### src/hdl/sfrc_pkg.sv
// Shared types, constants and status codes for the serial frame receiver.
package sfrc_pkg;

  localparam int unsigned MAX_FRAME = 1024;

  localparam logic [7:0]  GAP_TICKS_RESET = 8'd10;
  localparam logic [15:0] CRC_INIT        = 16'hFFFF;
  localparam logic [15:0] CRC_POLY        = 16'hA001;
  localparam logic [7:0]  HDR_SYNC0       = 8'h55;
  localparam logic [7:0]  HDR_SYNC1       = 8'h7A;
  localparam int unsigned FRAME_OVERHEAD  = 9;
  localparam int unsigned HDR_BYTES       = 7;
  localparam int unsigned IDLE_W          = 9;

  typedef enum logic [2:0] {
    ST_OK         = 3'd0,
    ST_TOO_SHORT  = 3'd1,
    ST_LEN_MISM   = 3'd2,
    ST_BAD_HEADER = 3'd3,
    ST_BAD_CRC    = 3'd4,
    ST_OVERFLOW   = 3'd5
  } status_e;

  typedef enum logic {
    FUNC_BYTE = 1'b0,
    FUNC_TICK = 1'b1
  } func_e;

  typedef struct packed {
    logic       func;
    logic [7:0] rx_byte;
  } in_word_t;

  typedef struct packed {
    logic [2:0]  status;
    logic [7:0]  version_byte;
    logic [7:0]  comm_number;
    logic [7:0]  command_code;
    logic [15:0] payload_length;
    logic [10:0] frame_length;
  } out_word_t;

endpackage

### src/hdl/sfrc_crc_byte.sv
// Byte-wide CRC-16/MODBUS update (reflected polynomial).
module sfrc_crc_byte (
  input  logic [15:0] crc_i,
  input  logic [7:0]  data_i,
  output logic [15:0] crc_o
);

  always_comb begin
    logic [15:0] c;
    c = crc_i ^ {8'h00, data_i};
    for (int k = 0; k < 8; k++) begin
      if (c[0]) begin
        c = (c >> 1) ^ sfrc_pkg::CRC_POLY;
      end else begin
        c = c >> 1;
      end
    end
    crc_o = c;
  end

endmodule

### src/hdl/sfrc_frame_track.sv
// Frame state, gap detection and end-of-frame checks.
module sfrc_frame_track #(
  parameter int unsigned MaxFrame = sfrc_pkg::MAX_FRAME
) (
  input  logic                clk_i,
  input  logic                rst_ni,
  input  logic                step_i,
  input  sfrc_pkg::in_word_t  word_i,
  input  logic [7:0]          gap_ticks_i,
  output logic                emit_o,
  output sfrc_pkg::out_word_t result_o
);

  localparam int unsigned CntW = $clog2(MaxFrame + 1);
  localparam int unsigned CmpW = (CntW > 17) ? CntW : 17;
  localparam int unsigned IdleW = sfrc_pkg::IDLE_W;

  logic [CntW-1:0]  byte_count_q, byte_count_d;
  logic [IdleW-1:0] idle_count_q, idle_count_d, idle_inc;
  logic [15:0]      crc_q, crc_d, crc_next;
  logic [7:0]       tail_q [2];
  logic [7:0]       tail_d [2];
  logic [7:0]       hdr_q [sfrc_pkg::HDR_BYTES];
  logic [7:0]       hdr_d [sfrc_pkg::HDR_BYTES];
  logic             ovf_q, ovf_d;

  logic             is_tick;
  logic             full;
  logic [15:0]      plen;
  logic [15:0]      rx_crc;
  logic [CmpW-1:0]  want_len;
  sfrc_pkg::status_e status;

  sfrc_crc_byte u_crc (
    .crc_i  (crc_q),
    .data_i (tail_q[0]),
    .crc_o  (crc_next)
  );

  assign is_tick  = (word_i.func == sfrc_pkg::FUNC_TICK);
  assign full     = (byte_count_q >= CntW'(MaxFrame));
  assign idle_inc = (idle_count_q == {IdleW{1'b1}}) ? idle_count_q : idle_count_q + 1'b1;
  assign emit_o   = is_tick && (byte_count_q != '0) && (idle_inc > {1'b0, gap_ticks_i});

  assign plen     = {hdr_q[5], hdr_q[6]};
  assign rx_crc   = {tail_q[0], tail_q[1]};
  assign want_len = CmpW'(plen) + CmpW'(sfrc_pkg::FRAME_OVERHEAD);

  always_comb begin
    if (ovf_q) begin
      status = sfrc_pkg::ST_OVERFLOW;
    end else if (byte_count_q < CntW'(sfrc_pkg::FRAME_OVERHEAD)) begin
      status = sfrc_pkg::ST_TOO_SHORT;
    end else if (CmpW'(byte_count_q) != want_len) begin
      status = sfrc_pkg::ST_LEN_MISM;
    end else if (hdr_q[0] != sfrc_pkg::HDR_SYNC0 || hdr_q[1] != sfrc_pkg::HDR_SYNC1) begin
      status = sfrc_pkg::ST_BAD_HEADER;
    end else if (rx_crc != crc_q) begin
      status = sfrc_pkg::ST_BAD_CRC;
    end else begin
      status = sfrc_pkg::ST_OK;
    end
  end

  always_comb begin
    result_o.status         = status;
    result_o.version_byte   = hdr_q[2];
    result_o.comm_number    = hdr_q[3];
    result_o.command_code   = hdr_q[4];
    result_o.payload_length = plen;
    result_o.frame_length   = 11'(byte_count_q);
  end

  always_comb begin
    byte_count_d = byte_count_q;
    idle_count_d = idle_count_q;
    crc_d        = crc_q;
    tail_d       = tail_q;
    hdr_d        = hdr_q;
    ovf_d        = ovf_q;
    if (step_i) begin
      if (!is_tick) begin
        idle_count_d = '0;
        if (full) begin
          ovf_d = 1'b1;
        end else begin
          if (byte_count_q >= CntW'(2)) begin
            crc_d = crc_next;
          end
          tail_d[0] = tail_q[1];
          tail_d[1] = word_i.rx_byte;
          for (int i = 0; i < sfrc_pkg::HDR_BYTES; i++) begin
            if (byte_count_q == CntW'(i)) begin
              hdr_d[i] = word_i.rx_byte;
            end
          end
          byte_count_d = byte_count_q + 1'b1;
        end
      end else if (byte_count_q != '0) begin
        if (emit_o) begin
          byte_count_d = '0;
          idle_count_d = '0;
          crc_d        = sfrc_pkg::CRC_INIT;
          tail_d[0]    = '0;
          tail_d[1]    = '0;
          for (int i = 0; i < sfrc_pkg::HDR_BYTES; i++) begin
            hdr_d[i] = '0;
          end
          ovf_d        = 1'b0;
        end else begin
          idle_count_d = idle_inc;
        end
      end
    end
  end

  always_ff @(posedge clk_i or negedge rst_ni) begin
    if (!rst_ni) begin
      byte_count_q <= '0;
      idle_count_q <= '0;
      crc_q        <= sfrc_pkg::CRC_INIT;
      tail_q[0]    <= '0;
      tail_q[1]    <= '0;
      for (int i = 0; i < sfrc_pkg::HDR_BYTES; i++) begin
        hdr_q[i] <= '0;
      end
      ovf_q        <= 1'b0;
    end else begin
      byte_count_q <= byte_count_d;
      idle_count_q <= idle_count_d;
      crc_q        <= crc_d;
      tail_q       <= tail_d;
      hdr_q        <= hdr_d;
      ovf_q        <= ovf_d;
    end
  end

endmodule

### src/hdl/serial_frame_receiver_crc16.sv
// Top level of the gap-delimited serial frame receiver with CRC-16 check.
//
// The input channel (in_valid_i / in_ready_o / in_data_i) carries one word per
// handshake: either a received serial byte or a one-millisecond tick. A frame
// is closed by the tick that takes the idle count past gap_ticks; that word
// produces one result word on the output channel (out_valid_o / out_ready_i /
// out_data_o) holding the status and the header fields. Every other word
// produces no result.
// An accepted word is held in the input register, where it is folded into the
// frame state; a closing tick's result is then registered in the result register.
// Unless a closing tick waits on a full result register, the block takes one word
// per cycle, as the byte-wide CRC update on the frame state is combinational.
// If the receiver stalls, a pending result waits in the output register while
// bytes and non-closing ticks keep flowing; only a second closing tick waits,
// which in turn holds in_ready_o low until the result is taken.
// gap_ticks is written through cfg_we_i / cfg_wdata_i at any idle moment.
// Reset clears all frame state, empties both registers and sets gap_ticks to
// ten; there is no clearing pass, so the block is ready straight after reset.
module serial_frame_receiver_crc16 #(
  parameter int unsigned MaxFrame = sfrc_pkg::MAX_FRAME
) (
  input  logic                clk_i,
  input  logic                rst_ni,
  input  logic                in_valid_i,
  output logic                in_ready_o,
  input  sfrc_pkg::in_word_t  in_data_i,
  output logic                out_valid_o,
  input  logic                out_ready_i,
  output sfrc_pkg::out_word_t out_data_o,
  input  logic                cfg_we_i,
  input  logic [7:0]          cfg_wdata_i
);

  // Gap threshold register.
  logic [7:0] gap_q;

  // Input register: holds one word awaiting processing.
  logic               in_vld_q;
  sfrc_pkg::in_word_t in_word_q;

  // Result register.
  logic                out_vld_q;
  sfrc_pkg::out_word_t out_word_q;

  logic                emit;
  logic                step;
  sfrc_pkg::out_word_t result;

  // The held word may be processed unless it would produce a result while the
  // result register is still full and not being emptied this cycle.
  assign step       = in_vld_q && (!emit || !out_vld_q || out_ready_i);
  assign in_ready_o = !in_vld_q || step;

  sfrc_frame_track #(
    .MaxFrame (MaxFrame)
  ) u_track (
    .clk_i       (clk_i),
    .rst_ni      (rst_ni),
    .step_i      (step),
    .word_i      (in_word_q),
    .gap_ticks_i (gap_q),
    .emit_o      (emit),
    .result_o    (result)
  );

  always_ff @(posedge clk_i or negedge rst_ni) begin
    if (!rst_ni) begin
      gap_q <= sfrc_pkg::GAP_TICKS_RESET;
    end else if (cfg_we_i) begin
      gap_q <= cfg_wdata_i;
    end
  end

  always_ff @(posedge clk_i or negedge rst_ni) begin
    if (!rst_ni) begin
      in_vld_q <= 1'b0;
    end else if (in_ready_o) begin
      in_vld_q <= in_valid_i;
    end
  end

  // Payload register needs no reset.
  always_ff @(posedge clk_i) begin
    if (in_ready_o && in_valid_i) begin
      in_word_q <= in_data_i;
    end
  end

  always_ff @(posedge clk_i or negedge rst_ni) begin
    if (!rst_ni) begin
      out_vld_q <= 1'b0;
    end else if (step && emit) begin
      out_vld_q <= 1'b1;
    end else if (out_ready_i) begin
      out_vld_q <= 1'b0;
    end
  end

  always_ff @(posedge clk_i) begin
    if (step && emit) begin
      out_word_q <= result;
    end
  end

  assign out_valid_o = out_vld_q;
  assign out_data_o  = out_word_q;

endmodule

### config.mk
export PLATFORM = sky130hd
export DESIGN_NAME = serial_frame_receiver_crc16
export DESIGN_NICKNAME = d
export VERILOG_FILES = /design/src/hdl/sfrc_pkg.sv /design/src/hdl/sfrc_crc_byte.sv /design/src/hdl/sfrc_frame_track.sv /design/src/hdl/serial_frame_receiver_crc16.sv
export SDC_FILE = /design/constraint.sdc
export NUM_CORES = 1
export LEC_CHECK = 0
export BUFFER_PORTS_ARGS = -buffer_cell sky130_fd_sc_hd__buf_4
export CAP_MARGIN = 20
export CORE_UTILIZATION = 45
export DETAILED_ROUTE_END_ITERATION = 16
export PLACE_DENSITY_LB_ADDON = 0.08
export SLEW_MARGIN = 20
export SYNTH_ARGS = -nofsm -noshare
export SYNTH_HDL_FRONTEND = slang
export SYNTH_SLANG_ARGS = --single-unit
### constraint.sdc
create_clock -name clk_i -period 14.33 [get_ports clk_i]
set_input_delay 2.1495 -clock clk_i [delete_from_list [all_inputs] [get_ports clk_i]]
set_output_delay 2.1495 -clock clk_i [all_outputs]
set_load 0.02 [all_outputs]
# Yosys cells after proc, flatten, opt, wreduce, memory -nomap -nowiden
# Cells that the tools add are included.
[totals] regBits=182 in_bits=22 out_inout_bits=56 elab_cells=137
[op_classes] n_addsub=3 order_cmp=4 eq_ne=14 muxes=46 n_bitwise=9 n_reduce_logical=36
[ops] operator="two-way mux 16 bit" count=17
[ops] operator="two-way mux 56 bit" count=4
[ops] operator="two-way mux 8 bit" count=7
[ops] operator="two-way mux 11 bit" count=4
[ops] operator="AND reduction 5 bit" count=8
[ops] operator="two-way mux 9 bit" count=4
[ops] operator="== test 11 x 3 -> 1 bit (second input constant)" count=3
[ops] operator="inverter 2 -> 3 bit" count=8
[ops] operator="== test 11 x 2 -> 1 bit (second input constant)" count=2
[ops] operator="nonzero test 2 bit" count=10
[ops] operator="adder 16 x 4 -> 17 bit (second input constant)" count=1
[ops] operator="!= test 11 x 17 -> 1 bit" count=1
[ops] operator="!= test 16 bit" count=1
[ops] operator="!= test 8 x 7 -> 1 bit (second input constant)" count=2
[ops] operator="bitwise XOR 16 x 8 -> 16 bit" count=1
[ops] operator="two-way mux 3 bit" count=4
[ops] operator="adder 11 x 1 -> 11 bit (second input constant)" count=1
[ops] operator="== test 11 x 1 -> 1 bit (second input constant)" count=1
[ops] operator=">= comparator 11 bit (second input constant)" count=1
[ops] operator=">= comparator 11 x 2 -> 1 bit (second input constant)" count=1
[ops] operator="logical NOT 11 bit" count=1
[ops] operator="less-than comparator 11 x 4 -> 1 bit (second input constant)" count=1
[ops] operator="nonzero test 11 bit" count=1
[ops] operator="adder 9 x 1 -> 9 bit (second input constant)" count=1
[ops] operator="other kinds (11)" count=27

# Logic depth before layout (Yosys ltp)
[logic_depth] depth_word=20 depth_mapped=16 depth_no_buf=14

# Hierarchy
# Synthesis repeated with hierarchy kept, for this count alone.
[unflattened] cells_unflattened=816 area_unflattened_um2=8868.5
[by_module_without_submodules] module="sfrc_frame_track" instances=1 cells_per_inst=697 area_per_inst_um2=6252.2 seq_area_each_um2=2747.6
[by_module_without_submodules] module="serial_frame_receiver_crc16" instances=1 cells_per_inst=90 area_per_inst_um2=2332.2 seq_area_each_um2=2144.6
[by_module_without_submodules] module="sfrc_crc_byte" instances=1 cells_per_inst=29 area_per_inst_um2=284.0 seq_area_each_um2=0.0

# Least setup slack after synthesis
# No wires, ideal clock.
[synth_timing] kind="reg2reg" start="register u_track.idle_count_q[0]" end="register out_word_q, in the netlist out_data_o[0], enable pin" setup_time_ns=0.466 t_arrival_ns=4.683 required_time_ns=13.864 path_slack_ns=9.181 path_stages_with_launch=13 path_buffers=0 period_less_slack_ns=5.149 cell_sequence="dfrtp_1 ha_1 nand3_1 nor3_1 nor2_1 xor2_1 ha_1 nand4_1 o221ai_1 o211ai_2 a21boi_4 nand2_1 nor2_1"
[synth_between] elab_chain_len=9 elab_cells_between_ends=10 classes_between="add/sub (1); order compare (1); eq/ne (1); mux (1); reduce/logical (6)"
[synth_rtl] item="start, declared" line="sfrc_frame_track.sv:19" text="logic [IdleW-1:0] idle_count_q, idle_count_d, idle_inc;"
[synth_rtl] item="start signal, assigned" line="sfrc_frame_track.sv:130" text="idle_count_q <= idle_count_d;"
[synth_rtl] item="adder 9 x 1 -> 9 bit / == test 9 bit (equally long branches)" line="sfrc_frame_track.sv:42" text="assign idle_inc = (idle_count_q == {IdleW{1'b1}}) ? idle_count_q : idle_count_q + 1'b1;"
[synth_rtl] item="two-way mux 9 bit (*)" line="sfrc_frame_track.sv:42"
[synth_rtl] item="greater-than comparator 9 x 8 -> 1 bit (*)" line="sfrc_frame_track.sv:43" text="assign emit_o = is_tick && (byte_count_q != '0) && (idle_inc > {1'b0, gap_ticks_i});"
[synth_rtl] item="logical AND 1 bit (*)" line="sfrc_frame_track.sv:43"
[synth_rtl] item="logical NOT 1 bit" line="serial_frame_receiver_crc16.sv:51" text="assign step = in_vld_q && (!emit || !out_vld_q || out_ready_i);"
[synth_rtl] item="logical OR 1 bit (2 in a row)" line="serial_frame_receiver_crc16.sv:51"
[synth_rtl] item="logical AND 1 bit" line="serial_frame_receiver_crc16.sv:51"
[synth_rtl] item="logical AND 1 bit (*)" line="serial_frame_receiver_crc16.sv:100" text="if (step && emit) begin"
[synth_rtl] item="end signal, assigned" line="serial_frame_receiver_crc16.sv:101" text="out_word_q <= result;"
[synth_rtl] item="end, declared" line="serial_frame_receiver_crc16.sv:43" text="sfrc_pkg::out_word_t out_word_q;"
# Every way passes the cells marked *; elsewhere a longest branch is shown, timed or not.
# A chain may end at the register's enable or synchronous reset.

# Final worst setup path
[layout_timing] start="register u_track.idle_count_q[0]" end="output port in_ready_o"
[layout_between] elab_chain_len=9 elab_cells_between_ends=10 classes_between="add/sub (1); order compare (1); eq/ne (1); mux (1); reduce/logical (6)"
[layout_rtl] item="adder 9 x 1 -> 9 bit / == test 9 bit (equally long branches)" line="sfrc_frame_track.sv:42"
[layout_rtl] item="two-way mux 9 bit (*)" line="sfrc_frame_track.sv:42"
[layout_rtl] item="greater-than comparator 9 x 8 -> 1 bit (*)" line="sfrc_frame_track.sv:43"
[layout_rtl] item="logical AND 1 bit (*)" line="sfrc_frame_track.sv:43"
[layout_rtl] item="logical NOT 1 bit (*)" line="serial_frame_receiver_crc16.sv:51"
[layout_rtl] item="logical OR 1 bit (*) (2 in a row)" line="serial_frame_receiver_crc16.sv:51"
[layout_rtl] item="logical AND 1 bit (*)" line="serial_frame_receiver_crc16.sv:51"
[layout_rtl] item="logical OR 1 bit (*)" line="serial_frame_receiver_crc16.sv:52" text="assign in_ready_o = !in_vld_q || step;"
[layout_rtl] item="end, declared" line="serial_frame_receiver_crc16.sv:25" text="output logic in_ready_o,"
# Marks and branches as above.

==> results.md <==
* Status: finished with violations
* Failing checks: design-rule violations
* Worst setup endpoint: in_ready_o
* Top-area cell type share of the netlist area at 30.25%
* DIE WIDTH at 138.3 um
* # rows at 49
* Share of cells above drive strength 1 at 29.21%
* Die Span Y at 138.3 um
* Dpl cells at 956
* PortBufs at 77
* Postcts setup bufs at 0
* Crit path capture type: output port
* Synthesized area at 8356 um2
* Worst Clk Skew at 0.01044 ns
* Number of distinct library cells after synthesis at 71
* # DRC at 12
* CTS resizes at 0
* Num CTS Buffers at 17
* Mapped Cells at 670
* CP arrival at 3.58 ns
* DR vias at 5324
* Final Worst Setup Slack at 8.604 ns
* CTS tree: built
* Met1 GRT Util at 25.31%
* Clock buffer depth at 2
* Reg area at 4892 um2
* Syn Area/Cell at 12.47 um2
* FF-to-FF setup slack at 9.98 ns
* Slew @ Worst Pin at 1.015 ns
* Clk slew on worst S/H paths at 0.07 ns
* Lkg Pwr at 4.134 nW
* Met2 GRT Util at 30.96%
* EDFF count, synth at 63
* Int Pwr at 1.044 mW
* Global route overflow at 0
* Area Overhead vs Synth at 16.64%
* Fin crit share at 39.96%
* DR WL/cell at 17.18 um
* Register bit total from synthesis at 182
* Placeable Area at 18090 um2
* CTS root buffer: clkbuf_16
* Vias in the first global route at 5305
* Sequential share of power at 47.6%
* Max_cap viols at 0
* Post-DRT Antenna Nets at 0
* Sw Share at 30.01%
* Synth area leaders: dfrtp_1 30%, edfxtp_1 23%, mux2_2 8.5%
* Initial antenna violation count at 0
* Die Area at 19120 um2
* Rel. slew slack at 32.33%
* Number of diodes at 0
* R2R cell count at 13
* Critical Path Source: u_track.idle_count_q[0]$_DFFE_PN0P_
* Setup_tns at 0 ns
* Synth warn at 0
* Fin nets at 785
* # setup viols final at 0
* Drt via density at 5.383
* Area of the multi-input gates at 3268 um2
* Reg-to-reg endpoint: u_track.crc_q[6]$_DFFE_PN1P_
* Total track usage at 19.01%
* Post-Route WL at 17.00 mm
* Post-synth top area cell: dfrtp_1
* PD cells at 153.1 nW/um2
* Max IR drop VDD at 86.52 uV
* Initial drt markers at 425
* Max Clock Freq at 174.7 MHz
* WP data required at 12.18 ns
* FILL cells at 1534
* Clock Power Share at 31.2%
* Minimum clock period at 5.726 ns
* GRT busiest layer: met2
* Final cell count without fillers at 989
* Final slew viol count at 0
* First-pass DRT Iterations at 11
* Clock Sinks at 182
* Async set-reset flop share out of synthesis at 65.38%
* M3 GR Usage at 3.464%
* Top FF cell, synth: dfrtp_1
* HP Class: reg -> reg
* RePlAce Congestion at 0.8103
* RSZ-0062 raised after global routing: no
* Largest net degree at the start of global routing at 71
* Setup crit start kind: register
* Worst skew pair latency at 0.44 ns
* Net Count, Synth at 708
* First-pass GRT wire length at 28.08 mm
* H-Tree Depth at 4
* Crit path kind: reg -> out
* Final Hold Fails at 0
* Fin util at 53.88%
* Max FO, Critical Path at 8
* Post-Place Setup Slack at 8.800 ns
* IO Count at 78
* DP Wirelength at 11.54 mm
* P_sw at 0.4479 mW
* Post-synthesis sequential area ratio at 58.55%
* Post-cts hold buffer count at 0
* Logic pwr share at 21.1%
* R2r startpoint: u_track.idle_count_q[0]$_DFFE_PN0P_
* Starting Density at 46.20%
## critical path, cell delays in order (launching register included)
cell and delay [ns]:
dfrtp_1 0.44, ha_1 0.26, nand3_1 0.13, nor3_1 0.35, nor2_1 0.18, xor2_1 0.18, ha_1 0.31, nand4_1 0.12
o221ai_1 0.26, o211ai_2 0.21, a21boi_4 0.32, nand3_1 0.17, buf_4 0.21
## cell usage in the layout (no fill, tap or decap), types with 14 or more instances in the layout
master | synthesis | layout
dfstp_2 | 18 | 18
ha_1 | 16 | 16
dfrtp_1 | 101 | 101
clkbuf_16 | 0 | 17
nor2_1 | 19 | 18
nand2_1 | 89 | 89
nand3_1 | 18 | 18
mux2_2 | 63 | 63
edfxtp_1 | 63 | 63
xor2_1 | 27 | 27
o21ai_0 | 26 | 26
inv_1 | 24 | 24
xnor2_1 | 29 | 29
a21oi_1 | 14 | 14
buf_4 | 0 | 81
## per-stage QoR
stage               instance area [um2]  power [mW]  hold slack, ns
floorplan                          8356      0.9579          0.4196
CTS                                9731       1.504          0.4516
global route                       9746       1.569          0.4622
global placement                   9138       1.026          0.4285
finish                             9746       1.492          0.4498
detailed placement                 9138       1.038          0.4327
## Yosys cell counts, types with 2 or more instances
master,instances
a2111oi_0,2
a211o_1,4
a21oi_1,14
a22o_1,6
a311o_1,2
a31o_2,2
a31oi_1,8
and2_1,3
and3_1,4
buf_2,4
clkbuf_1,15
clkbuf_2,2
dfrtp_1,101
dfstp_2,18
edfxtp_1,63
ha_1,16
inv_1,24
mux2_2,63
mux2_4,5
mux2i_1,7
nand2_1,89
nand2b_1,7
nand3_1,18
nand4_1,4
nor2_1,19
nor2b_1,11
nor3_1,9
nor3_2,6
nor3b_1,4
nor4_1,11
nor4b_1,3
nor4bb_1,2
o211ai_1,2
o21a_1,2
o21ai_0,26
o311ai_0,2
o31ai_1,2
or3_1,3
xnor2_1,29
xor2_1,27
## routing by layer
metal	wire, um	share of wire, %
met5	0	0
met4	253	1.5
met3	550	3.2
met2	8317	49
met1	7874	46
## flip-flops by register name (all words and copies together) (netlist names)
name and flops:
u_track.ovf_q 1, u_track.idle_count_q 9, in_word_q 9, out_valid_o 1, u_track.crc_q 16, u_track.hdr_q 16
out_data_o 54, gap_q 8, u_track.rx_crc 16, in_vld_q 1, u_track.byte_count_q 11, u_track.result_o 40
## cell families (layout without fill, tap and decap cells)
family,after synthesis,in the layout,share of synthesized area [%]
AO/OA/AOI/OAI,87,87,7.592
XOR/XNOR,57,57,6.154
adder cells (fa/ha/maj),16,16,2.396
buffers and inverters,49,139,2.516
flip-flops,182,182,58.55
multiplexers,75,75,10.23
AND/OR/NAND/NOR,204,204,12.56
## power groups by stage
stage / Sequential (mW) / Clock [mW] / Combinational [mW]
after floorplan: 0.687 / 0 / 0.271
after global placement: 0.718 / 0 / 0.308
after detailed placement: 0.721 / 0 / 0.317
after CTS: 0.711 / 0.475 / 0.319
after global routing: 0.723 / 0.498 / 0.348
final: 0.711 / 0.466 / 0.315
## final cells by class
type	instances	area share (%)
Sequential cell	182	50.20
Multi-Input combinational cell	439	33.53
Timing Repair Buffer	81	6.240
Clock buffer	18	4.404
Tap cell	229	2.940
Clock inverter	14	1.682
Inverter	26	1.001
## worst min-delay path by stage
stage | startpoint | end | slack [ns] | cells past startpoint
2_1_floorplan | u_track.byte_count_q[10]$_DFFE_PN0P_ | out_data_o[10]$_DFFE_PP_ | 0.42 | 0
3_3_place_gp | u_track.result_o[29]$_DFFE_PN0P_ | out_data_o[29]$_DFFE_PP_ | 0.43 | 0
3_5_place_dp | u_track.result_o[44]$_DFFE_PN0P_ | out_data_o[44]$_DFFE_PP_ | 0.43 | 0
4_1_cts | u_track.result_o[48]$_DFFE_PN0P_ | out_data_o[48]$_DFFE_PP_ | 0.45 | 0
5_1_grt | u_track.result_o[34]$_DFFE_PN0P_ | out_data_o[34]$_DFFE_PP_ | 0.46 | 0
6_report | u_track.result_o[49]$_DFFE_PN0P_ | out_data_o[49]$_DFFE_PP_ | 0.45 | 0
Note: power is estimated with default switching activity, not from simulation.
